**config.mk**
```make
export PLATFORM = sky130hd
export DESIGN_NAME = ljpf_fifo
export DESIGN_NICKNAME = d
export VERILOG_FILES = /design/src/sv/ljpf_pkg.sv /design/src/sv/ljpf_fifo.sv
export VERILOG_INCLUDE_DIRS = /design/src /design/src/sv
export SDC_FILE = /design/constraint.sdc
export NUM_CORES = 1
export LEC_CHECK = 0
export ABC_AREA = 1
export ABC_CLOCK_PERIOD_IN_PS = 4800
export BUFFER_PORTS_ARGS = -buffer_cell sky130_fd_sc_hd__buf_2
export CORE_MARGIN = 10
export CORE_UTILIZATION = 35
export CTS_BUF_LIST = sky130_fd_sc_hd__clkbuf_4 sky130_fd_sc_hd__clkbuf_8
export DETAILED_ROUTE_END_ITERATION = 10
export GPL_TIMING_DRIVEN = 0
export SYNTH_ARGS = -nofsm -noshare
export SYNTH_HDL_FRONTEND = slang
export SYNTH_SLANG_ARGS = --single-unit
```
**constraint.sdc**
```tcl
create_clock -name clk -period 4.8 [get_ports clk]
set_input_delay 0.72 -clock clk [delete_from_list [all_inputs] [get_ports clk]]
set_output_delay 0.72 -clock clk [all_outputs]
set_load 0.01 [all_outputs]
```
**src/sv/assert_macros.svh**
```systemverilog
// Assertion macros shared by the pair force RTL.
// Expects clk and an active-low rst_n in the scope of each use.
`ifndef ASSERT_MACROS_SVH
`define ASSERT_MACROS_SVH

// same-cycle implication
`define LJ_ASSERT_IMP(label, ante, cons, msg) \
  label: assert property (@(posedge clk) disable iff (!rst_n) (ante) |-> (cons)) \
    else $error(msg);

// next-cycle implication
`define LJ_ASSERT_NXT(label, ante, cons, msg) \
  label: assert property (@(posedge clk) disable iff (!rst_n) (ante) |=> (cons)) \
    else $error(msg);

`endif

```
**src/sv/ljpf_pkg.sv**
```systemverilog
// Shared types and constants of the Lennard-Jones pair force block.
// No dependencies.
`default_nettype none

package ljpf_pkg;

  localparam int QDEPTH = 4;
  localparam int QAW    = 2;

  localparam logic [63:0] SMAX = 64'h7fff_ffff_ffff_ffff;
  localparam logic [63:0] SMIN = 64'h8000_0000_0000_0000;
  localparam logic [63:0] UMAX = 64'hffff_ffff_ffff_ffff;
  localparam logic [63:0] ONE_Q = 64'h0000_0001_0000_0000;

  localparam logic [2:0] CFG_CUTOFF = 3'd0;
  localparam logic [2:0] CFG_SIGMA  = 3'd1;
  localparam logic [2:0] CFG_SHIFT  = 3'd2;
  localparam logic [2:0] CFG_EPS    = 3'd3;

  localparam logic [31:0] RST_CUTOFF = 32'd2195139;
  localparam logic [31:0] RST_SIGMA  = 32'd10087560;
  localparam logic [31:0] RST_SHIFT  = 32'hffff_fef5;
  localparam logic [31:0] RST_EPS    = 32'd10945;

  typedef struct packed {
    logic             ok;
    logic             last_atom;
    logic             last_frame;
    logic [63:0]      r2;
    logic [2:0][30:0] dmag;
    logic [2:0]       dneg;
  } pair_t;

  typedef struct packed {
    logic        go;
    logic        frac;
    logic [63:0] a;
    logic [63:0] b;
  } mul_req_t;

  typedef struct packed {
    logic        done;
    logic [63:0] res;
  } mul_rsp_t;

  typedef struct packed {
    logic        go;
    logic [63:0] d;
  } div_req_t;

  typedef struct packed {
    logic        done;
    logic [63:0] q;
  } div_rsp_t;

endpackage

`default_nettype wire

```
**src/sv/ljpf_fifo.sv**
```systemverilog
// Short request queue between the front end and the back end.
// Register-based, depth from ljpf_pkg.
`default_nettype none
`include "assert_macros.svh"

module ljpf_fifo (
  input  logic            clk,
  input  logic            rst_n,
  input  logic            push,
  input  ljpf_pkg::pair_t wdata,
  output logic            full,
  input  logic            pop,
  output ljpf_pkg::pair_t rdata,
  output logic            empty
);

  ljpf_pkg::pair_t                mem_r [ljpf_pkg::QDEPTH];
  logic [ljpf_pkg::QAW-1:0]       wp_r, rp_r;
  logic [ljpf_pkg::QAW:0]         cnt_r;

  assign full  = (cnt_r == (ljpf_pkg::QAW+1)'(ljpf_pkg::QDEPTH));
  assign empty = (cnt_r == '0);
  assign rdata = mem_r[rp_r];

  always_ff @(posedge clk) begin
    if (!rst_n) begin
      wp_r  <= '0;
      rp_r  <= '0;
      cnt_r <= '0;
    end else begin
      if (push) wp_r <= wp_r + 1'b1;
      if (pop)  rp_r <= rp_r + 1'b1;
      case ({push, pop})
        2'b10:   cnt_r <= cnt_r + 1'b1;
        2'b01:   cnt_r <= cnt_r - 1'b1;
        default: cnt_r <= cnt_r;
      endcase
    end
  end

  always_ff @(posedge clk) begin
    if (push) mem_r[wp_r] <= wdata;
  end

  `LJ_ASSERT_IMP(a_q_push_room, push, !full, "request pushed into full queue")
  `LJ_ASSERT_IMP(a_q_pop_data, pop, !empty, "request popped from empty queue")

endmodule

`default_nettype wire

```
# After elaboration in Yosys (flattened, before gate mapping)
# Memory sizes are Yosys's and may differ from the RTL's. A register that Yosys moved wholly into a read port is not among the register bits.
# Cells that the tools add are included.
# W data, S select, Z words.
[classes]
add_sub_neg = 4
mul = 0
div_mod_pow = 0
order_cmp = 0
n_eq_ne = 3
n_shift = 0
n_mux = 5
n_bitwise = 0
reduce_logical = 2
[ops]
columns = ["op", "count"]
rows = [
  ["$pmux W3 S2", 1],
  ["$add A2 B1 Y2 const B", 2],
  ["$mux W2", 2],
  ["$add A3 B1 Y3 const B", 1],
  ["$eq A3 B3 Y1 const B", 1],
  ["$logic_not A3 Y1", 1],
  ["$sub A3 B1 Y3 const B", 1],
  ["$eq A2 B1 Y1 const B", 1],
  ["$eq A2 B2 Y1 const B", 1],
  ["$mux W1", 2],
  ["$reduce_bool A2 Y1", 1],
]
[word_totals]
register_bits = 7
latchBits = 0
ramBits = 652
mem_bits_ro = 0
in_bits = 167
output_inout_bits = 165
wordCells = 18
mem_count = 1
[mem_list]
columns = ["memory", "depth", "word_bits", "read_ports", "rd_clocked_by_memory_dff", "wr", "line_no", "rtl"]
rows = [
  ["mem_r", 4, 163, 1, 1, 1, "ljpf_fifo.sv:17", "ljpf_pkg::pair_t mem_r [ljpf_pkg::QDEPTH];"],
]

# Depth between registers and ports, before layout
[depth]
ltp_word = 3
mapped_depth = 10
mapped_depth_nobuf = 10

# Least setup slack after synthesis
# OpenSTA, ideal clock, no wires.
[synth_path]
path_kind = "input to register"
startpoint = "input port push"
endpoint = "memory mem_r[2][0] (netlist name), enable pin"
setup_ns = 0.515
arrival_time_ns = 3.887
t_required_ns = 4.285
path_slack_ns = 0.397
cell_stages = 2
n_path_buf = 0
cell_sequence = "nand2_1 -> inv_1"
[synth_between]
elab_chain_cells = 2
[synth_rtl]
columns = ["element", "line_no", "rtl"]
rows = [
  ["start, declared", "ljpf_fifo.sv:9", "input logic push,"],
  ["$mux W1", "ljpf_fifo.sv:42", "if (push) mem_r[wp_r] <= wdata;"],
  ["$mux W1 (not written as such)", "ljpf_fifo.sv:42", ""],
  ["end, declared", "ljpf_fifo.sv:17", ""],
]
# Every way passes these cells.

==> reports/metrics.cfg <==
[global_routing]
grt_use_total_pct = 16.4
grt_pass1_wl_mm = 101
gr-total-overflow = 0
grt_max_degree = 99
antenna_found_initial = 21
grt_pass1_vias = 16000

[power]
power_leakage_nw = 10.2
ir_drop_v = 0.000288
powerDensity_nw_per_um2 = 427

[sta]
worst_clock_skew_ns = 0.0242
relSlewSlack_pct = 51.0
drv_slew = 0
finalHoldViolCount = 0
tightest_slew_ns = 0.730
final.setup.worst_slack_ns = 0.956
rsz0062_at_grt = false
min_period_over_period_pct = 80.1
fmax_mhz = 260
fin_hold_ws_ns = 0.226
setup_viol = 0
finalCriticalPeriod_ns = 3.84

[synth]
synthDistinctLibCells = 19
synthTopCellsByArea = edfxtp_1, o21ai_0, nor2_1
synth_cells = 1633
async_flop_share_pct = 0
ys_warn_count = 0
synth_edf_count = 652
yosysMostFrequentCell = edfxtp_1
synth_top_area_share_pct = 80.2
syn_area_per_cell_um2 = 15.0
yosysTopAreaCell = edfxtp_1
syn_nets = 1806
synthTopCellsByCount = edfxtp_1, o21ai_0, nor2_1
seq_area_frac_synth_pct = 80.9
syn-cell-area_um2 = 24400
synthFlopType = edfxtp_1
ys_ff_latch = 661

[clock_network]
clkTransAtPathRegs_ns = 0.06
cts_max_path_buffers = 3
clock_sinks = 661
htree_levels = 3
clk_latency_ns = 0.71
postCtsHoldBufs = 0
cts_resized = 0
tritoncts = done
cts_root_buf = clkbuf_8
post-cts-setup-buffer-count = 0
cts_buffers = 111

[worst_setup_path]
r2r_setup_slack_ns = 2.61
reg2regPathDepth = 5
worstSetupPathType = reg2out
r2r_end = mem_r[0][112]$_DFFE_PP_
crit_path_end_kind = primary output
regToRegStartpoint = wp_r[0]$_SDFFE_PN0P_
arrival_ns = 3.12
worstPathRequired_ns = 4.08
crit_path_max_fanout = 10
critPathLaunchType = flip-flop

[detailed_routing]
wl_per_cell_um = 22.0
vias = 15700
drc_errors = 0
wl_mm = 68.6
postRouteAntennaNets = 0
drt_first_iter_violations = 1257
dr.pass1.iters = 5
via_per_inst = 5.04

[min_path]
min-delay-start = wdata[11]
hold_class = in2reg
holdPathEnd = mem_r[2][11]$_DFFE_PP_
whs_path_depth = 1

[run_status]
status = completed

[floorplanning]
dieWidth_um = 284
num_io_pins = 332
fp-row-count = 96
die_h_um = 284
start_util_pct = 35.5
core_area_um2 = 68800
dieArea_um2 = 80700

[placement]
dp_worst_setup_slack_ns = 1.62
routabilityCongestion = 0.756
dpl.hpwl_mm = 42.5
portBuffers = 331

[finish]
seq_area_um2 = 19800
nets = 2256
fill_cells = 6272
final_core_util_pct = 43.0
drive_gt1_share_pct = 25.3
multi_input_area_um2 = 4080
area_growth_pct = 21.1

[job]
cap_violations = 0

[state kept, by name, indices dropped and copies added (netlist names), named ones only]
register	cells
cnt_r	3
wp_r	2
rp_r	2
mem_r	652
[layout by cell type, fill, tap and decap left out, drive strengths merged]
cell        n
inv        18
o21ai     332
buf       375
bufinv      2
clkbuf    213
nand4       1
nor2      329
clkinvlp    4
nand2       9
diode      10
dfxtp       9
fa          1
clkinv     50
edfxtp    652
nor3        2
a21oi       5
o22ai     163
ha          5
nand3       1
[how the worst max path moves through the flow]
stage | start | endpoint | slack, ns | depth (start not counted)
final | flip-flop | rdata[88] | 0.96 | 6
after global routing | flip-flop | rdata[88] | 0.82 | 6
after CTS | flip-flop | rdata[88] | 0.83 | 6
after detailed placement | flip-flop | rdata[88] | 1.62 | 6
after global placement | push | mem_r[0][108]$_DFFE_PP_ | -2.77 | 3
after floorplan | push | mem_r[2][0]$_DFFE_PP_ | 0.40 | 2
[area by class of cell]
class	instances	share of cell area, %
timing repair buffer	337	6.16
antenna	10	0.0846
sequential	661	66.8
tap	931	3.94
clock inverter	57	1.15
inverter	17	0.317
buffer	107	1.73
multi-input combinational	848	13.8
clock buffer	144	6.02
[power by group]
part | switching, W | internal, W
combinational | 0.000867 | 0.000379
clock | 0.00221 | 0.00253
sequential | 0.0000492 | 0.00661
[per-stage QoR]
step | total power, W | setup TNS (ns) | std cells | cell area (µm²)
6_report | 0.0126 | 0 | 3112 | 29600
5_1_grt | 0.0132 | 0 | 3108 | 29600
4_1_cts | 0.0128 | 0 | 3102 | 29600
3_5_place_dp | 0.00805 | 0 | 2901 | 27400
3_3_place_gp | 0.00807 | -1764.07 | 2895 | 27200
2_1_floorplan | 0.00740 | 0 | 1633 | 24400
[cell families after synthesis]
family | count (synthesis) | share of synthesized area (%)
flip-flops | 661 | 80.9
AO/OA/AOI/OAI | 500 | 11.1
AND/OR/NAND/NOR | 342 | 5.28
buffers and inverters | 124 | 2.36
adder cells (fa/ha/maj) | 6 | 0.338
[critical path, stage by stage (launching register included)]
cell and delay [ns]:
dfxtp_1 0.31, clkinv_1 0.38, buf_2 0.43, clkbuf_1 0.53, o21ai_0 0.18, o22ai_1 0.37
buf_2 0.22
[layer usage]
layer | GRT usage [%] | share of wire, % | up-vias
li1 | - | - | 7134
met5 | 0 | 0.22 | -
met2 | 27.8 | 50 | 629
met4 | 5.30 | 2.0 | 26
met1 | 19.7 | 39 | 7753
met3 | 5.25 | 8.9 | 137
Note: power is estimated with default switching activity, not from simulation.
