$ cat src/sv/assert_macros.svh
// Assertion macros shared by the pair force RTL.
// Expects clk and an active-low rst_n in the scope of each use.
`ifndef ASSERT_MACROS_SVH
`define ASSERT_MACROS_SVH

// same-cycle implication
`define LJ_ASSERT_IMP(label, ante, cons, msg) \
  label: assert property (@(posedge clk) disable iff (!rst_n) (ante) |-> (cons)) \
    else $error(msg);

// next-cycle implication
`define LJ_ASSERT_NXT(label, ante, cons, msg) \
  label: assert property (@(posedge clk) disable iff (!rst_n) (ante) |=> (cons)) \
    else $error(msg);

`endif

$ cat src/sv/ljpf_pkg.sv
// Shared types and constants of the Lennard-Jones pair force block.
// No dependencies.
`default_nettype none

package ljpf_pkg;

  localparam int QDEPTH = 4;
  localparam int QAW    = 2;

  localparam logic [63:0] SMAX = 64'h7fff_ffff_ffff_ffff;
  localparam logic [63:0] SMIN = 64'h8000_0000_0000_0000;
  localparam logic [63:0] UMAX = 64'hffff_ffff_ffff_ffff;
  localparam logic [63:0] ONE_Q = 64'h0000_0001_0000_0000;

  localparam logic [2:0] CFG_CUTOFF = 3'd0;
  localparam logic [2:0] CFG_SIGMA  = 3'd1;
  localparam logic [2:0] CFG_SHIFT  = 3'd2;
  localparam logic [2:0] CFG_EPS    = 3'd3;

  localparam logic [31:0] RST_CUTOFF = 32'd2195139;
  localparam logic [31:0] RST_SIGMA  = 32'd10087560;
  localparam logic [31:0] RST_SHIFT  = 32'hffff_fef5;
  localparam logic [31:0] RST_EPS    = 32'd10945;

  typedef struct packed {
    logic             ok;
    logic             last_atom;
    logic             last_frame;
    logic [63:0]      r2;
    logic [2:0][30:0] dmag;
    logic [2:0]       dneg;
  } pair_t;

  typedef struct packed {
    logic        go;
    logic        frac;
    logic [63:0] a;
    logic [63:0] b;
  } mul_req_t;

  typedef struct packed {
    logic        done;
    logic [63:0] res;
  } mul_rsp_t;

  typedef struct packed {
    logic        go;
    logic [63:0] d;
  } div_req_t;

  typedef struct packed {
    logic        done;
    logic [63:0] q;
  } div_rsp_t;

endpackage

`default_nettype wire

$ cat src/sv/ljpf_mul.sv
// Shared 64x64 unsigned multiplier, one 32x32 partial product per cycle.
// Returns (a*b)>>32 or (a*b)>>FRAC_BITS saturated to 64 bits; uses ljpf_pkg.
`default_nettype none
`include "assert_macros.svh"

module ljpf_mul #(
  parameter int FRAC_BITS = 16
) (
  input  logic               clk,
  input  logic               rst_n,
  input  ljpf_pkg::mul_req_t req,
  output ljpf_pkg::mul_rsp_t rsp
);

  logic         busy_r, done_r, frac_r;
  logic [2:0]   cnt_r;
  logic [63:0]  a_r, b_r, pp_r;
  logic [1:0]   ppk_r;
  logic [127:0] acc_r;
  logic [31:0]  a_half, b_half;
  logic [127:0] placed;
  logic [63:0]  res32, resf;

  assign a_half = cnt_r[1] ? a_r[63:32] : a_r[31:0];
  assign b_half = cnt_r[0] ? b_r[63:32] : b_r[31:0];

  always_comb begin
    case (ppk_r) inside
      2'd0:       placed = {64'd0, pp_r};
      2'd1, 2'd2: placed = {32'd0, pp_r, 32'd0};
      default:    placed = {pp_r, 64'd0};
    endcase
  end

  assign res32 = (acc_r[127:96] != 32'd0) ? ljpf_pkg::UMAX : acc_r[95:32];
  assign resf  = (acc_r[127:64+FRAC_BITS] != '0) ? ljpf_pkg::UMAX
                                                  : acc_r[63+FRAC_BITS:FRAC_BITS];

  assign rsp.done = done_r;
  assign rsp.res  = frac_r ? resf : res32;

  always_ff @(posedge clk) begin
    if (!rst_n) begin
      busy_r <= 1'b0;
      done_r <= 1'b0;
      cnt_r  <= '0;
    end else begin
      done_r <= 1'b0;
      if (req.go && !busy_r) begin
        busy_r <= 1'b1;
        cnt_r  <= '0;
      end else if (busy_r) begin
        cnt_r <= cnt_r + 1'b1;
        if (cnt_r == 3'd4) begin
          busy_r <= 1'b0;
          done_r <= 1'b1;
        end
      end
    end
  end

  always_ff @(posedge clk) begin
    if (req.go && !busy_r) begin
      a_r    <= req.a;
      b_r    <= req.b;
      frac_r <= req.frac;
      acc_r  <= '0;
    end else if (busy_r) begin
      if (cnt_r != 3'd4) begin
        pp_r  <= 64'(a_half) * 64'(b_half);
        ppk_r <= cnt_r[1:0];
      end
      if (cnt_r != 3'd0) acc_r <= acc_r + placed;
    end
  end

  `LJ_ASSERT_IMP(a_mul_no_overlap, req.go, !busy_r, "multiply requested while busy")

endmodule

`default_nettype wire

$ cat config.mk
export PLATFORM = sky130hd
export DESIGN_NAME = ljpf_mul
export DESIGN_NICKNAME = d
export VERILOG_FILES = /design/src/sv/ljpf_pkg.sv /design/src/sv/ljpf_mul.sv
export VERILOG_INCLUDE_DIRS = /design/src /design/src/sv
export SDC_FILE = /design/constraint.sdc
export NUM_CORES = 2
export LEC_CHECK = 0
export BUFFER_PORTS_ARGS = -buffer_cell sky130_fd_sc_hd__buf_4
export CORE_MARGIN = 3
export CORE_UTILIZATION = 40
export CTS_CLUSTER_DIAMETER = 50
export DETAILED_ROUTE_END_ITERATION = 10
export SLEW_MARGIN = 20
export SYNTH_ARGS = -nofsm -noshare
export SYNTH_HDL_FRONTEND = slang
export SYNTH_SLANG_ARGS = --single-unit
export TNS_END_PERCENT = 20
$ cat constraint.sdc
create_clock -name clk -period 9.95 [get_ports clk]
set_input_delay 1.99 -clock clk [delete_from_list [all_inputs] [get_ports clk]]
set_output_delay 1.99 -clock clk [all_outputs]
set_load 0.03 [all_outputs]
### After elaboration in Yosys (flattened, before gate mapping)

Index checks and enable logic that the tools add are counted.

| operators by class | value |
|---|---|
| add/sub/neg operators | 2 |
| multipliers | 1 |
| shift-type cells | 0 |
| div/mod/pow operators | 0 |
| equality and inequality tests | 4 |
| reductions and logical operators | 11 |
| bitwise operators | 3 |
| muxes and demuxes | 11 |
| $lt $le $gt $ge | 0 |

Operator list:

| operator | count |
|---|---|
| 2-to-1 mux 128 bit | 2 |
| 2-to-1 mux 64 bit | 3 |
| adder 128 bit | 1 |
| multiplier 32 x 32 -> 64 bit | 1 |
| 2-to-1 mux 32 bit | 2 |
| nonzero test 48 bit | 1 |
| nonzero test 32 bit | 1 |
| 2-to-1 mux 1 bit | 4 |
| OR reduction 2 bit | 2 |
| adder 3 x 1 -> 3 bit (second input constant) | 1 |
| == test 3 bit (second input constant) | 1 |
| inequality test 3 bit (second input constant) | 1 |
| inverter 1 bit | 3 |
| AND reduction 3 bit | 1 |
| nonzero test 3 bit | 1 |
| OR reduction 3 bit | 1 |
| == test 2 x 1 -> 1 bit (second input constant) | 1 |
| == test 2 bit (second input constant) | 1 |
| logical NOT 2 bit | 1 |
| AND reduction 2 bit | 1 |
| logical AND 1 bit | 1 |
| logical NOT 1 bit | 1 |

| word-level totals | value |
|---|---|
| input bits | 132 |
| memory bits (writable) | 0 |
| bits in latches | 0 |
| flip-flop bits (word level) | 328 |
| ROM bits | 0 |
| memories | 0 |
| logic and storage cells | 41 |

### Longest topological paths before layout

| depth | value |
|---|---|
| depth in word-level cells | 5 |
| gate-level depth with buffers | 34 |
| mapped depth without buffers | 31 |

### Worst setup path before layout

No wires, ideal clock.

| path | value |
|---|---|
| path kind | register -> register |
| from | reg cnt_r[0] |
| to | reg pp_r[63], data pin |
| clock period less this slack | 8.756 ns |
| arrival time | 8.496 ns |
| slack | 1.194 ns |
| path buffers | 4 |
| stages on the path, launching flop included | 32 |
| path through | dfxtp_1 clkbuf_1 buf_1 mux2i_1 clkbuf_1 nor2_1 fa_1 inv_1 fa_1 fa_1 fa_1 inv_1 fa_1 inv_1 fa_1 inv_1 fa_1 fa_1 ha_1 clkbuf_1 nand4_1 nor2_1 a211oi_1 o31ai_4 a21oi_2 o21ai_1 a21oi_2 o41a_1 o21ai_1 a221o_1 a21oi_1 xnor2_1 |

| on the way | value |
|---|---|
| cells in the longest elaborated chain, start to end | 2 |

RTL lines:

| what | line | source |
|---|---|---|
| start, declared | ljpf_mul.sv:16 | `logic [2:0] cnt_r;` |
| start signal, assigned | ljpf_mul.sv:53 | `cnt_r <= cnt_r + 1'b1;` |
| 2-to-1 mux 32 bit | ljpf_mul.sv:25 | `assign b_half = cnt_r[0] ? b_r[63:32] : b_r[31:0];` |
| multiplier 32 x 32 -> 64 bit | ljpf_mul.sv:70 | `pp_r <= 64'(a_half) * 64'(b_half);` |
| end signal, assigned | ljpf_mul.sv:70 |  |
| end, declared | ljpf_mul.sv:17 | `logic [63:0] a_r, b_r, pp_r;` |

Every way passes these cells.
A chain may end at the register's enable or synchronous reset.

### Worst setup path in the final report

| path | value |
|---|---|
| from | reg cnt_r[1] |
| to | reg pp_r[48], data pin |

| on the way | value |
|---|---|
| cells in the longest elaborated chain, start to end | 2 |

RTL lines:

| what | line | source |
|---|---|---|
| 2-to-1 mux 32 bit | ljpf_mul.sv:24 | `assign a_half = cnt_r[1] ? a_r[63:32] : a_r[31:0];` |
| multiplier 32 x 32 -> 64 bit | ljpf_mul.sv:70 |  |

Every way passes these cells.

==> run summary <==
The class of the tightest hold or removal check was flop to flop. The count of input and output buffers is 196, and the DRC marker count from the first detailed-route iteration is 4197. The run finished with clean final reports. The library cell used most frequently in the layout, excluding fill and tap cells, is inv_1.

For this run, the top clock speed supported by timing is 0.106 GHz. For the hold-fix buffer count after cts, the log shows 0. The detailed-route via count is 44376, and the synthesis-to-layout area growth is 10.3%. The number of antenna violations at the first check in global routing was 3.

Of the available clock period, the critical path in the final layout requires 94.4%. The worst hold path begins at acc_r[0]$_SDFFE_PP0P_. The arrival time at the worst endpoint came out at 9.87 ns. The count of endpoints failing hold in the final timing report came out at 0. TritonCTS built the clock tree. The startpoint identified for the worst register-to-register timing path is cnt_r[1]$_SDFFE_PP0P_.

Setup repair after global routing left no endpoint under its margin. The latest clock arrival within the worst-skew pair is 0.68 ns. Global routing finished with a remaining overflow of 0. The area of the core is 132000 um^2, and the post-synthesis cell area is 53300 um^2. The tools report the Yosys warning count as 0.

For the pin with the worst max-slew slack, the measured transition is 1.08 ns. The final-report max-slew violation count is 0, and the number of synthesized register bits is 328. After synthesis, the cell types taking the most area are fa_1, edfxtp_1, ha_1.

Counting I/O delays and the setup requirement, the final critical path takes 9.40 ns. The mean number of vias per cell was 5.61; the remaining number of nets flagged by the antenna check after routing was 0. From left edge to right edge, the die measures 371 um. Sequential elements use 16.0% of the synthesized area. The launch point of the worst path is cnt_r[1]$_SDFFE_PP0P_. Setup violations remaining at the end of the flow were counted as 0. STA puts the critical path data required time at 10.42 ns.

The logs give 0 for the number of post-CTS setup repair buffers and 28.8% for the all-layer global routing usage. Of all flip-flops after synthesis, the portion carrying an async set or reset was 0%. The fraction of layout cells with a size suffix above 1 is 9.15%. The master cell of the clock root buffer was clkbuf_16. Routability-driven placement finished with a final weighted congestion of 1.01. For the via count of the first global-routing pass, the log shows 45572.

In the final timing run, aggregate negative setup slack is 0 ns. Synthesis produced a netlist whose cell count is 6059. Biggest fanout along the worst timing path: 27. In this run the number of H-tree levels came out at 2. Clock tree synthesis inserted a total of 52 buffers.

The most common flop cell mapped by yosys was edfxtp_1. STA classifies the critical path endpoint as a flop. The starting utilization of the core area is 40.4%, and the number of enable flip-flop cells after synthesis is 195. The floorplan step defined a die boundary enclosing 138000 um^2.

For this run, design rule violations remaining after detail routing come to 0. The setup skew after layout was 0.0336 ns. Clock-pin slew was measured on the worst setup and hold paths at 0.06 ns. A synthesized cell averages 8.79 um^2.

Counting every sink on the clock net gives 328. The unique cell type count in the Yosys netlist was 82; the final routed wirelength across all metal layers was 198 mm. The floorplan has 133 rows. The number of nets handed over by synthesis was 7481. The library cells used most frequently in the layout, excluding fill and tap cells, are inv_1, fa_1, nand2_1, nor2_1, ha_1. 197 I/O pins were placed. Post-CTS repair changed the size of 0 cells.

The net count of the finished layout is 7539. In this run the tightest slew margin relative to its limit is 26.6%. The clock passes through at most 3 buffers. The die is 371 um tall. The dominant cell type by area after synthesis is fa_1. The path type of the worst setup path was flop to flop.

The tools report the maximum number of pins on one net before global-route repair as 85. The wire length of the first global-routing pass came out at 294 mm. The area share of the leading cell type in the synthesized netlist was 33.7%.

Across the run, the number of max-cap violations was 0. For this run, the detailed router's first-pass iteration total came to 8. Counting the fill cells in the layout gives 13034.

Detailed placement finished with a half-perimeter wire length of 157 mm. After detailed routing, the average wire length per cell comes to 25.0 um. Kind of start point of the critical path: a flop.
## through the flow
step | setup slack, ns | util (%) | area, um^2 | hold slack, ns | std cells
after floorplan | 1.19 | - | 53300 | 0.434 | 6059
after global placement | 0.710 | 43.2 | 56900 | 0.447 | 7818
after detailed placement | 0.664 | 43.2 | 56900 | 0.457 | 7818
after CTS | 0.651 | 44.6 | 58800 | 0.466 | 7916
after global routing | 0.132 | 44.6 | 58800 | 0.483 | 7916
final | 0.554 | 44.6 | 58800 | 0.467 | 7917
## cells by family (layout without fill, tap and decap cells)
kind of cell	Yosys count	after routing	synth area share, %
multiplexers	163	163	3.21
AND/OR/NAND/NOR	1889	1889	14.8
flip-flops	328	328	16.0
AO/OA/AOI/OAI	952	952	11.2
adder cells (fa/ha/maj)	1290	1290	42.9
buffers and inverters	1262	1364	8.92
XOR/XNOR	175	175	2.88
other	0	1	0
## worst max-delay path, cell delays in order (launching register included)
cell	delay [ns]
dfxtp_4	0.68
buf_12	0.28
mux2i_2	0.22
buf_4	0.43
nor2_1	0.14
fa_1	0.55
inv_1	0.05
fa_1	0.42
fa_1	0.53
fa_1	0.55
inv_1	0.08
fa_1	0.49
fa_1	0.51
fa_1	0.54
fa_1	0.43
ha_1	0.40
a21o_1	0.21
a21o_1	0.17
a211oi_1	0.27
o21ai_0	0.13
a21oi_1	0.31
o21ai_1	0.21
a221oi_1	0.31
buf_4	0.18
o21ai_1	0.13
a211oi_1	0.48
o21ai_1	0.15
xor2_1	0.28
## final timing paths
path	endpoint	slack, ns	cells past startpoint
max reg2reg	pp_r[48]$_DFFE_PP_	0.55	27
min	acc_r[0]$_SDFFE_PP0P_	0.47	2
max	pp_r[48]$_DFFE_PP_	0.55	27
min reg2reg	acc_r[0]$_SDFFE_PP0P_	0.47	2
## registers in the layout (all words and copies together), names as in the netlist
signal,count
cnt_r,3
ppk_r,2
b_r,64
busy_r,1
done_r,1
acc_r,128
pp_r,64
frac_r,1
a_r,64
## layout make-up
type,count,area (um^2),area share (%)
flip-flops and latches,328,8530,14.5
well taps,1755,2200,3.74
repair buffers,319,2430,4.14
diodes,1,2.50,0.00426
inverters,947,3560,6.06
clock buffers,60,1340,2.28
multi-input cells,4469,40200,68.4
clock inverters,38,494,0.841
## Yosys cell counts, types with 52 or more instances
master and number:
o21bai_1 52, nor2_1 756, ha_1 393, nand2_1 771, mux2i_1 99, o21ai_0 186, and2_1 76, nand3_1 63
mux2_2 64, dfxtp_1 133, fa_1 897, a21oi_1 346, xnor2_1 109, a21o_1 66, edfxtp_1 195, o22a_1 63
xor2_1 66, inv_1 947, clkbuf_1 276, nand4_1 75
## layer usage
metal / up-vias / GRT usage (%) / routed length [um]
met1: 21930 / 39.3 / 81900
met4: 0 / 12.3 / 10700
met3: 493 / 6.80 / 20900
li1: 19539 / - / -
met2: 2414 / 43.6 / 84300
met5: - / 0 / 0
Power is left out: the tool's default activity adds up to more than one toggle a clock period on the data nets, which glitch-free logic cannot reach.
