### config.mk
export PLATFORM = sky130hd
export DESIGN_NAME = ljpf_div
export DESIGN_NICKNAME = d
export VERILOG_FILES = /design/src/sv/assert_macros.svh /design/src/sv/ljpf_pkg.sv /design/src/sv/ljpf_div.sv
export SDC_FILE = /design/constraint.sdc
export NUM_CORES = 1
export LEC_CHECK = 0
export BUFFER_PORTS_ARGS = -buffer_cell sky130_fd_sc_hd__clkbuf_2
export CAP_MARGIN = 10
export CORE_MARGIN = 2
export CORE_UTILIZATION = 60
export CTS_CLUSTER_DIAMETER = 80
export DETAILED_ROUTE_END_ITERATION = 10
export PLACE_DENSITY_LB_ADDON = 0.25
export SLEW_MARGIN = 20
export SYNTH_ARGS = -nofsm -noshare
export SYNTH_HDL_FRONTEND = slang
export SYNTH_SLANG_ARGS = --single-unit
export TNS_END_PERCENT = 10
### constraint.sdc
create_clock -name clk -period 4.4 [get_ports clk]
set_input_delay 0.88 -clock clk [delete_from_list [all_inputs] [get_ports clk]]
set_output_delay 0.88 -clock clk [all_outputs]
set_load 0.01 [all_outputs]
### src/sv/assert_macros.svh
// Assertion macros shared by the pair force RTL.
// Expects clk and an active-low rst_n in the scope of each use.
`ifndef ASSERT_MACROS_SVH
`define ASSERT_MACROS_SVH

// same-cycle implication
`define LJ_ASSERT_IMP(label, ante, cons, msg) \
  label: assert property (@(posedge clk) disable iff (!rst_n) (ante) |-> (cons)) \
    else $error(msg);

// next-cycle implication
`define LJ_ASSERT_NXT(label, ante, cons, msg) \
  label: assert property (@(posedge clk) disable iff (!rst_n) (ante) |=> (cons)) \
    else $error(msg);

`endif

### src/sv/ljpf_pkg.sv
// Shared types and constants of the Lennard-Jones pair force block.
// No dependencies.
`default_nettype none

package ljpf_pkg;

  localparam int QDEPTH = 4;
  localparam int QAW    = 2;

  localparam logic [63:0] SMAX = 64'h7fff_ffff_ffff_ffff;
  localparam logic [63:0] SMIN = 64'h8000_0000_0000_0000;
  localparam logic [63:0] UMAX = 64'hffff_ffff_ffff_ffff;
  localparam logic [63:0] ONE_Q = 64'h0000_0001_0000_0000;

  localparam logic [2:0] CFG_CUTOFF = 3'd0;
  localparam logic [2:0] CFG_SIGMA  = 3'd1;
  localparam logic [2:0] CFG_SHIFT  = 3'd2;
  localparam logic [2:0] CFG_EPS    = 3'd3;

  localparam logic [31:0] RST_CUTOFF = 32'd2195139;
  localparam logic [31:0] RST_SIGMA  = 32'd10087560;
  localparam logic [31:0] RST_SHIFT  = 32'hffff_fef5;
  localparam logic [31:0] RST_EPS    = 32'd10945;

  typedef struct packed {
    logic             ok;
    logic             last_atom;
    logic             last_frame;
    logic [63:0]      r2;
    logic [2:0][30:0] dmag;
    logic [2:0]       dneg;
  } pair_t;

  typedef struct packed {
    logic        go;
    logic        frac;
    logic [63:0] a;
    logic [63:0] b;
  } mul_req_t;

  typedef struct packed {
    logic        done;
    logic [63:0] res;
  } mul_rsp_t;

  typedef struct packed {
    logic        go;
    logic [63:0] d;
  } div_req_t;

  typedef struct packed {
    logic        done;
    logic [63:0] q;
  } div_rsp_t;

endpackage

`default_nettype wire

### src/sv/ljpf_div.sv
// Restoring divider for 2^(32+2F) / r2, one quotient bit per cycle.
// Saturates to all ones; uses ljpf_pkg.
`default_nettype none

module ljpf_div #(
  parameter int FRAC_BITS = 16
) (
  input  logic               clk,
  input  logic               rst_n,
  input  ljpf_pkg::div_req_t req,
  output ljpf_pkg::div_rsp_t rsp
);

  localparam int           P      = 32 + 2*FRAC_BITS;
  localparam logic [127:0] NUM    = 128'd1 << P;
  localparam logic [63:0]  NUM_HI = NUM[127:64];
  localparam logic [63:0]  NUM_LO = NUM[63:0];

  logic        busy_r, done_r, sat_r;
  logic [5:0]  cnt_r;
  logic [63:0] rem_r, q_r, d_r;
  logic [64:0] rem2, diff;
  logic        ge;

  assign rem2 = {rem_r, NUM_LO[cnt_r]};
  assign diff = rem2 - {1'b0, d_r};
  assign ge   = (rem2 >= {1'b0, d_r});

  assign rsp.done = done_r;
  assign rsp.q    = sat_r ? ljpf_pkg::UMAX : q_r;

  always_ff @(posedge clk) begin
    if (!rst_n) begin
      busy_r <= 1'b0;
      done_r <= 1'b0;
      cnt_r  <= '0;
    end else begin
      done_r <= 1'b0;
      if (req.go && !busy_r) begin
        busy_r <= 1'b1;
        cnt_r  <= 6'd63;
      end else if (busy_r) begin
        cnt_r <= cnt_r - 1'b1;
        if (cnt_r == 6'd0) begin
          busy_r <= 1'b0;
          done_r <= 1'b1;
        end
      end
    end
  end

  always_ff @(posedge clk) begin
    if (req.go && !busy_r) begin
      d_r   <= req.d;
      rem_r <= NUM_HI;
      q_r   <= '0;
      sat_r <= (NUM_HI >= req.d);
    end else if (busy_r) begin
      rem_r        <= ge ? diff[63:0] : rem2[63:0];
      q_r[cnt_r]   <= ge;
    end
  end

endmodule

`default_nettype wire

# == Word level (Yosys, flattened, before mapping) ==
# Memories as Yosys holds them, arrays and structs flattened. A register that Yosys moved wholly into a read port is not among the register bits.
# Cells that the tools add are included.
# totals
word_cells,36
input_bits,67
memories,1
out_inout_bits,65
regBits,201
mem_bits_ro,64
# mem_list
memory,words,width,rd,rd_clocked_by_memory_dff,wr,line,rtl
(no name shown),64,1,1,1,0,ljpf_div.sv:25,"assign rem2 = {rem_r, NUM_LO[cnt_r]};"
# classes
n_lt_le_gt_ge,4
reduce_logical,6
bitwise_logic,2
n_addsub,2
mux,14
# ops
op,count
64-bit 2-to-1 mux,2
65-bit by 64-bit >= comparator with 1-bit output,1
64-bit bitwise mux,1
"1-bit by 64-bit >= comparator with 1-bit output, first input constant",1
64-bit subtractor,1
6-bit 2-to-1 mux,4
"6-bit by 7-bit < comparator with 1-bit output, second input constant",1
1-bit demux with 6-bit select,1
"6-bit by 1-bit >= comparator with 1-bit output, second input constant",1
6-bit logical NOT,1
1-bit 2-to-1 mux,6
"6-bit by 1-bit subtractor with 6-bit output, second input constant",1
3-bit OR reduction,1
1-bit logical AND,2
1-bit NOT,2
2-bit nonzero test,1
1-bit logical NOT,1

# == Logic depth before layout (Yosys ltp) ==
# Gate-level depths: netlist of run 1.
# logic_depth
ltp_word,5
mapped_depth,15
mapped_depth_nobuf,13

# == Worst setup path before layout of run 1 ==
# No wires, ideal clock.
# synth_path
path_type,input port to flip-flop
start,input req[64] in the netlist's numbering
end,"register d_r[0], enable pin"
cell_stages,3
required_time_ns,3.945
slack_ns,0.869
t_arrival_ns,3.076
setup_ns,0.455
n_path_buf,1
path_cell_list,inv_1 > nor2_1 > clkbuf_1
# synth_between
elab_chain_cells,1
# synth_rtl
item,line,rtl
start: declaration,ljpf_div.sv:10,"input ljpf_pkg::div_req_t req,"
1-bit logical AND,ljpf_div.sv:53,if (req.go && !busy_r) begin
end signal: assignment,ljpf_div.sv:54,d_r <= req.d;
end: declaration,ljpf_div.sv:21,"logic [63:0] rem_r, q_r, d_r;"
# No other way between the ends.
# A chain may end at the register's enable or synchronous reset.

# == Worst setup path after layout of run 1 ==
# layout_path
start,register d_r[34]
end,register q_r[58]
# layout_between
elab_chain_cells,2
# layout_rtl
item,line,rtl
65-bit by 64-bit >= comparator with 1-bit output,ljpf_div.sv:27,"assign ge = (rem2 >= {1'b0, d_r});"
64-bit bitwise mux,ljpf_div.sv:60,q_r[cnt_r] <= ge;
end signal: indexed assignment,ljpf_div.sv:60,
end: declaration,ljpf_div.sv:21,
# No other way between the ends.

==> results of run 1 <==
[layer usage]
metal | vias up | share of wire | wire length (um) | global-route usage
met5 | - | 0 | 0 | 0
met4 | 0 | 0.030 | 924 | 0.0975
met3 | 57 | 0.067 | 2050 | 0.0386
met2 | 430 | 0.45 | 13700 | 0.441
met1 | 5069 | 0.45 | 13800 | 0.396
li1 | 5370 | - | - | -
[tightest hold or removal path, stage by stage, from the launching register on]
cell,delay (ps)
dfxtp_1,320
a21oi_1,60
nor2_1,70
[cells by family (layout without fill, tap and decap cells)]
kind of cell    count (synthesis)  after routing  share of synthesized area
fa+ha+maj                      66             66                     0.0692
mux                             5              5                    0.00426
simple gates                  516            516                      0.201
flops                         201            201                      0.388
buf+inv                       172            271                     0.0604
xor+xnor                       56             56                     0.0407
compound gates                435            435                      0.236
[sequential cells by signal, indices dropped and copies added (netlist names)]
name,cells
sat_r,1
d_r,64
cnt_r,6
q_r,64
rem_r,64
busy_r,1
done_r,1
[layout make-up]
class	count	area [um2]
clock inverters	7	43.8
inverters	87	327
well taps	265	332
multi-input cells	1078	6660
fillers	1592	6030
repair buffers	142	776
flip-flops and latches	201	4670
clock buffers	35	744
[power groups by stage]
stage          Clock, mW  Combinational, mW  Sequential (mW)
2_1_floorplan          0               2.49             2.35
3_3_place_gp           0               3.03             2.40
3_5_place_dp           0               3.07             2.41
4_1_cts             1.97               3.10             2.37
5_1_grt             2.06               3.49             2.41
6_report            1.95               3.14             2.38
[stage by stage]
step	area (um2)	util	power, mW	instances	hold slack, ps
2_1_floorplan	12000	-	4.84	1451	447
4_1_cts	13600	0.692	7.44	1815	488
3_5_place_dp	12800	0.652	5.48	1773	474
5_1_grt	13600	0.692	7.96	1815	514
3_3_place_gp	12800	0.652	5.43	1773	463
6_report	13600	0.692	7.47	1815	485
[synth_stat cells (all sizes together), types with 14 or more instances]
| library cell | number |
|---|---|
| nor4 | 21 |
| a211oi | 57 |
| buf | 36 |
| a31o | 15 |
| edfxtp | 65 |
| nor2 | 156 |
| a311oi | 17 |
| nand2 | 159 |
| xor2 | 21 |
| ha | 65 |
| nand4 | 26 |
| a21oi | 135 |
| nor3 | 16 |
| o22ai | 29 |
| o21bai | 14 |
| nand3 | 22 |
| clkbuf | 49 |
| dfxtp | 136 |
| xnor2 | 35 |
| a21o | 28 |
| o21ai | 85 |
| or2 | 67 |
| inv | 87 |
[worst min path at each step]
stage / from / slack, ps / end / depth (start not counted)
2_1_floorplan: q_r[48] / 450 / q_r[48] / 2
6_report: q_r[48] / 490 / q_r[48] / 2
3_3_place_gp: q_r[48] / 460 / q_r[48] / 2
3_5_place_dp: q_r[48] / 470 / q_r[48] / 2
5_1_grt: q_r[48] / 510 / q_r[48] / 2
4_1_cts: q_r[48] / 490 / q_r[48] / 2
==> results.md, run 1 <==
* Primary FF master, synth: dfxtp_1
* Switch Pwr at 2.89 mW
* CP endpoint: q_r[58]
* CP Max Fanout at 56
* CP cell instances: inv_1 -> ha_1 -> a21oi_2 -> o21ai_0 -> a211oi_1 -> o21ai_1 -> a211oi_2 -> a21oi_2 -> a31oi_4 -> buf_12 -> buf_4 -> a211oi_1
* Clk_skew at 12.7 ps
* Syn_nets at 1584
* Max-Cap Viols at 0
* R2r endpoint: q_r[58]
* Row cnt at 51
* Clk slew on worst S/H paths at 60 ps
* Internal power at 4.57 mW
* Lkg Pwr at 5.63 nW
* DRT Pass-1 Iters at 6
* Sw Share at 0.387
* Fraction of layout instances using a drive strength above 1 at 0.183
* # nets final at 1666
* Most frequent cells in the layout: nand2_1 (159), nor2_1 (155), dfxtp_1 (136), clkbuf_2 (131), a21oi_1 (130)
* Buf/Inv on CP at 3
* Final hold violation count at 0
* Htree depth at 1
* Clock buffer depth at 3
* Clk sinks at 201
* Sequential fraction of design power at 0.318
* Critical Path Start Type: register
* Cell taking the most area after synthesis: dfxtp_1
* Tightest Pin Transition at 1120 ps
* Mapped Area at 12000 um2
* Core Area at 19600 um2
* Antenna Cells at 0
* GP Congestion at 0.963
* Detailed placer's ending HPWL at 21.4 mm
* Tcrit/Tclk final at 0.854
* I/O pin count at 132
* Clock power share at 0.261
* HP Class: register to register
* Worst-Skew Late Latency at 520 ps
* Stages on worst setup path at 12
* DRC at 0
* Worst R2R Setup Slack at 640 ps
* Vias in the first global route at 10013
* WL final at 30.5 mm
* Post-CTS sizing at 0
* Synth Warn # at 0
* Fin crit period at 3760 ps
* Total track usage at 0.280
* Drt initial violations at 886
* Most common cell after layout, fill and taps aside: nand2_1
* Die Ht at 146 um
* Crit path launch: d_r[34]
* CP max-delay cell: a31oi_4
* Post-synth ARST share at 0
* Largest net degree at the start of global routing at 100
* DR vias/cell at 6.02
* Pwr dens at 551 nW/um2
* First-pass GRT wire length at 49.9 mm
* Crit-path leading delay family: compound AO/OA/AOI/OAI gates
* #FFs+latches synth at 201
* Part of the Yosys area used for sequential elements at 0.388
* RR Startpoint: d_r[34]
* CP Data Required Time at 4790 ps
* Drt wl/cell at 16.8 um
* Setup Viol. Count Final at 0
* Setup CP Type: register to register
* Congestion Overflow GR at 0
* Die area at 21200 um2
* Cells after synthesis at 1451
* Vias at 10926
* Final worst setup slack at 645 ps
* CP peak stage delay at 840 ps
* R2r worst-path depth at 12
* CTS Hold Bufs at 0
* # Post-CTS Setup Buffers at 0
* Area delta synth->final at 12.6%
* Run status: finished, final reports clean
* Maximum VDD drop at 0.000411 V
* TNS Setup at 0 ps
* Max-slew violation count at 0
* Port bufs at 131
* Area contributors post-synth: dfxtp_1 (23%), edfxtp_1 (16%), ha_1 (6.8%)
* Initial Util at 0.615
* Logic pwr share at 0.421
* CTS tree: done
* Yosys top cell area share at 0.226
* CP Data Arrival Time at 4150 ps
* TritonCTS Buffers at 23
* Nature of the critical path endpoint: register
* Root Driver: clkbuf_16
* Routed Antenna Nets at 0
* Dpl ws at 753 ps
* Fmax at 266 MHz
* Slew HR at 0.247
* Initial antenna violation count at 0
* Yosys cell types at 77
* RSZ-0062 raised after global routing: false
* Syn avg cell area at 8.30 um2
* Die width at 146 um
* Post-synth EDFFs at 65
Power figures use the tool's default switching activity.
==> run 2: changes to the inputs <==
--- a/config.mk
+++ b/config.mk
@@ -7,7 +7,6 @@
 export LEC_CHECK = 0
 export BUFFER_PORTS_ARGS = -buffer_cell sky130_fd_sc_hd__clkbuf_2
 export CAP_MARGIN = 10
-export CORE_MARGIN = 2
 export CORE_UTILIZATION = 60
 export CTS_CLUSTER_DIAMETER = 80
 export DETAILED_ROUTE_END_ITERATION = 10
==> run 2 against run 1 <==
Clock power shrank 9%. Routed wire length is essentially flat. Core utilization shrank 0.37 points. Clock skew shrank 5.1 ps. Worst setup slack gained 120 ps. Final cell count is essentially flat. Register-to-register slack gained 120 ps. Sequential share of layout area grew 0.19 points. Sequential power is essentially flat. Fmax grew 3.2%. Worst hold slack gained 4.7 ps. Non-clock buffer count grew 2. Largest power group unchanged.
==> results.md, run 2 (synthesis results as in run 1) <==
* Run status: finished, final reports clean
* Die Ht at 144 um
* GP Congestion at 0.982
* Total track usage at 0.297
* Initial Util at 0.615
* CP peak stage delay at 710 ps
* Fin crit period at 3640 ps
* First-pass GRT wire length at 48.9 mm
* HP Class: register to register
* Routed Antenna Nets at 0
* Port bufs at 131
* Fraction of layout instances using a drive strength above 1 at 0.180
* Die width at 144 um
* Antenna Cells at 0
* Post-CTS sizing at 0
* Tightest Pin Transition at 1100 ps
* CP Data Required Time at 4760 ps
* Tcrit/Tclk final at 0.827
* DRC at 0
* Top Registers: d_r (64), q_r (64), rem_r (64)
* Most frequent cells in the layout: nand2_1 (159), nor2_1 (155), dfxtp_1 (136), clkbuf_2 (131), a21oi_1 (130)
* Drt initial violations at 949
* Max-slew violation count at 0
* CTS Hold Bufs at 0
* Fmax at 275 MHz
* DRT Pass-1 Iters at 5
* Clock buffer depth at 3
* Placement-stage cell area at 12800 um2
* Pwr dens at 545 nW/um2
* Nature of the critical path endpoint: register
* Maximum VDD drop at 0.000486 V
* # nets final at 1667
* Vias in the first global route at 9852
* Vias at 10762
* TritonCTS Buffers at 22
* I/O pin count at 132
* Critical Path Start Type: register
* Clk slew on worst S/H paths at 60 ps
* CP Max Fanout at 25
* Clk sinks at 201
* Non-Filler Instances at 1814
* R2r worst-path depth at 13
* WL final at 30.5 mm
* CTS tree: done
* TNS Setup at 0 ps
* DR vias/cell at 5.93
* Setup Viol. Count Final at 0
* Root Driver: clkbuf_16
* Core Area at 19600 um2
* Seq. cell area at 4670 um2
* Initial antenna violation count at 0
* CP max-delay cell: a31oi_4
* Largest net degree at the start of global routing at 100
* Detailed placer's ending HPWL at 21.8 mm
* RSZ-0062 raised after global routing: false
* Die area at 20600 um2
* Lkg Pwr at 5.59 nW
* Clk_skew at 7.58 ps
* Max-Cap Viols at 0
* Area delta synth->final at 12.0%
* Worst R2R Setup Slack at 760 ps
* Setup CP Type: register to register
* Most common cell after layout, fill and taps aside: nand2_1
* Row cnt at 51
* CP cell instances: inv_1 -> ha_1 -> a21oi_1 -> o21ai_0 -> a211oi_1 -> o21ai_1 -> a211oi_2 -> a21oi_2 -> a31oi_4 -> buf_16 -> buf_12 -> buf_12 -> a211oi_1
* Slew HR at 0.258
* Final hold violation count at 0
* CP Data Arrival Time at 3990 ps
* Congestion Overflow GR at 0
* Htree depth at 1
* Worst-Skew Late Latency at 520 ps
* R2r endpoint: q_r[44]
* Post-route cell area at 13500 um2
* WHS at 490 ps
* Cell count after placement at 1775
* RR Startpoint: d_r[36]
* CP endpoint: q_r[44]
* Crit path launch: d_r[36]
* Area taken by multi-input logic gates at 6660 um2
* Number of fill cells at 1612
* # Post-CTS Setup Buffers at 0
* Drt wl/cell at 16.8 um
## run 2: area by class of cell
class	instances	area share
timing repair buffer	144	0.0592
multi-input combinational	1078	0.494
inverter	87	0.0242
sequential	201	0.347
tap	265	0.0246
clock buffer	32	0.0458
clock inverter	7	0.00557
## run 2: worst min-delay path by stage
stage / cells after the start / slack, ps / endpoint / startpoint
finish: 2 / 490 / q_r[48] / q_r[48]
global placement: 2 / 460 / q_r[48] / q_r[48]
floorplan: 2 / 450 / q_r[48] / q_r[48]
detailed placement: 2 / 470 / q_r[48] / q_r[48]
CTS: 2 / 490 / q_r[48] / q_r[48]
global route: 2 / 510 / q_r[9] / q_r[9]
## run 2: layer usage
metal / up-vias / wire length, um / part of all wire / global-route usage
met5: - / 0 / 0 / 0
met4: 0 / 969 / 0.032 / 0.104
met3: 69 / 1660 / 0.054 / 0.0323
met2: 358 / 13700 / 0.45 / 0.482
met1: 4958 / 14100 / 0.46 / 0.410
li1: 5377 / - / - / -
## run 2: power by group
part           switching, mW  total, mW  internal (mW)
clock                  0.745       1.78           1.04
combinational           1.94       3.19           1.26
sequential             0.201       2.38           2.18
## run 2: critical path, delay by kind of cell, from the launching register on
| family | cells | cell delay [ps] |
|---|---|---|
| adders and majority gates | 1 | 370 |
| buffers and inverters | 4 | 640 |
| AOI/OAI and AO/OA | 8 | 2120 |
| DFF | 1 | 330 |
## run 2: per-stage QoR
stage / setup WS (ps) / total power [mW] / util
finish: 762 / 7.36 / 0.689
global route: 540 / 7.82 / 0.689
CTS: 789 / 7.33 / 0.689
detailed placement: 840 / 5.53 / 0.653
global placement: 744 / 5.44 / 0.652
floorplan: 869 / 4.84 / -
==> run 3: changes to the inputs <==
--- a/config.mk
+++ b/config.mk
@@ -5,6 +5,7 @@
 export SDC_FILE = /design/constraint.sdc
 export NUM_CORES = 1
 export LEC_CHECK = 0
+export ABC_AREA = 1
 export BUFFER_PORTS_ARGS = -buffer_cell sky130_fd_sc_hd__clkbuf_2
 export CAP_MARGIN = 10
 export CORE_UTILIZATION = 60
==> constraint.sdc (replaced) <==
create_clock -name clk -period 3.63 [get_ports clk]
set_input_delay 0.726 -clock clk [delete_from_list [all_inputs] [get_ports clk]]
set_output_delay 0.726 -clock clk [all_outputs]
set_load 0.01 [all_outputs]
==> run 3 against run 2 <==
Total power is 60% higher. Largest cell class unchanged. Synthesized cell count is 67% higher. First-iteration DRC count is 50% higher. Critical path type unchanged. Die area is 22% higher. Via count is 42% higher. Routed wire length is 54% higher. Final cell count is 58% higher. Core utilization is 0.23 points higher. Sequential power is 25% higher. Clock power is 46% higher.
==> results.md, run 3 <==
* Run status: finished, final reports clean
* Area contributors post-synth: nand2_1 (22%), dfxtp_1 (19%), inv_1 (14%)
* Top cells by instance count after synthesis: nand2_1 (862), inv_1 (557), nand3_1 (144)
* Initial Util at 0.619
* Clock buffer depth at 3
* Clk_skew at 20.4 ps
* CP Data Required Time at 4020 ps
* Clk sinks at 201
* Setup Viol. Count Final at 0
* Total track usage at 0.371
* Drt wl/cell at 16.3 um
* Routed Antenna Nets at 0
* CP Max Fanout at 65
* Yosys top cell area share at 0.220
* Count leader, synth: nand2_1
* Critical Path Start Type: register
* Tightest Pin Transition at 978 ps
* Pwr dens at 716 nW/um2
* Lkg Pwr at 9.34 nW
* Syn_nets at 2549
* Final hold violation count at 0
* Max-slew violation count at 0
* TNS Setup at 0 ps
* GP Congestion at 0.990
* Port bufs at 131
* Part of the Yosys area used for sequential elements at 0.318
* Detailed placer's ending HPWL at 35.6 mm
* Fmax at 319 MHz
* GRT met3 Usage at 0.0751
* Core Area at 23800 um2
* Vias at 15298
* Global routing usage on met1 at 0.467
* DRC at 0
* Row cnt at 56
* Max-Cap Viols at 0
* CTS tree: done
* Worst-Skew Late Latency at 550 ps
* Primary FF master, synth: dfxtp_1
* RSZ-0062 raised after global routing: false
* Gr busiest metal: met2
* Initial antenna violation count at 0
* DRT Pass-1 Iters at 6
* Cell taking the most area after synthesis: nand2_1
* TritonCTS Buffers at 24
* Post-CTS sizing at 0
* First-pass GRT wire length at 71.7 mm
* Post-synth EDFFs at 65
* Drt initial violations at 1427
* Synth Warn # at 0
* Nature of the critical path endpoint: register
* Clk slew on worst S/H paths at 60 ps
* WHS at 356 ps
* # Post-CTS Setup Buffers at 0
* Placement-stage cell area at 15600 um2
* HP Class: input port to register
* CP Data Arrival Time at 3530 ps
* Post-synth ARST share at 0
* Syn avg cell area at 6.09 um2
* Most common cell after layout, fill and taps aside: nand2_1
* Post-route cell area at 16400 um2
* CTS Hold Bufs at 0
* I/O pin count at 132
* Die width at 159 um
* Vias in the first global route at 14166
* Die Ht at 159 um
* Die area at 25100 um2
* Tcrit/Tclk final at 0.864
* Dpl ws at 615 ps
* Fin crit period at 3130 ps
* Setup CP Type: register to register
* Congestion Overflow GR at 0
* Most frequent cells in the layout: nand2_1 (862), inv_1 (557), nand3_1 (144), dfxtp_1 (135), clkbuf_2 (131)
* Area delta synth->final at 11.5%
* Root Driver: clkbuf_16
* Cells after synthesis at 2416
* Mapped Area at 14700 um2
* Fraction of layout instances using a drive strength above 1 at 0.0880
* #FFs+latches synth at 201
* Htree depth at 1
* Slew HR at 0.345
* Yosys cell types at 41
* Top Registers: d_r (64), q_r (64), rem_r (64)
* Largest net degree at the start of global routing at 71
* Maximum VDD drop at 0.000499 V
* Final worst setup slack at 495 ps
* DR vias/cell at 5.34
* Number of fill cells at 2173
* Antenna Cells at 0
* Util after Layout at 0.691
* Met2 Use GR at 0.623
* WL final at 46.8 mm
* # nets final at 2661
run 3: cell types whose count changed after synthesis, moves of 28 or more:
cell and delta:
nand2_1 +703, inv_1 +471, nand3_1 +122, or2_2 -63
a211oi_1 -54, nand3b_1 +33, o22ai_1 -28
run 3: cell families after synthesis:
logic type,share of synthesized area
AOI/OAI and AO/OA,0.0842
xor gates and xnor gates,0.0185
adders and majority gates,0.0566
buffers and inverters,0.168
DFF,0.318
and+or+nand+nor,0.355
run 3: routing by layer:
layer | up-vias | share of wire
met5 | - | 0
met1 | 6957 | 0.42
met3 | 102 | 0.087
met4 | 0 | 0.038
met2 | 654 | 0.46
li1 | 7585 | -
run 3: path summary, 6_finish.rpt:
| check | start | end | slack (ps) | cells past startpoint |
|---|---|---|---|---|
| worst max-delay path | d_r[56] | rem_r[2] | 500 | 13 |
| worst min-delay path | req[0] | d_r[0] | 360 | 1 |
| worst max register to register | d_r[56] | rem_r[2] | 500 | 13 |
| worst min register to register | rem_r[46] | rem_r[46] | 470 | 2 |
run 3: layout make-up:
cell class | instances | area, um2 | area share
flip-flops and latches | 201 | 4680 | 0.285
well taps | 319 | 399 | 0.0243
clock buffers | 28 | 626 | 0.0381
inverters | 572 | 2150 | 0.131
clock inverters | 16 | 219 | 0.0133
multi-input cells | 1587 | 7580 | 0.462
repair buffers | 142 | 763 | 0.0465
run 3: where the power goes:
| part | switching [mW] | internal [mW] | leakage, nW |
|---|---|---|---|
| clock | 1.06 | 1.54 | 0.407 |
| combinational | 4.18 | 2.01 | 7.20 |
| sequential | 0.254 | 2.72 | 1.73 |
run 3: critical path: stages, from the launching register on:
cell      delay, ps
edfxtp_1        320
inv_1            40
ha_1            350
a21oi_1         290
inv_1            80
a21oi_1         210
nand2_1         130
a21oi_1         180
nand2_1         110
nor2_4          130
buf_4           650
nand3_1         190
nand3_1         160
o21ai_0         110
run 3: stage by stage:
step	cells	total power, mW
after CTS	2865	11.6
after floorplan	2416	7.50
after global routing	2865	12.5
after detailed placement	2821	8.99
after global placement	2821	8.84
final	2865	11.8
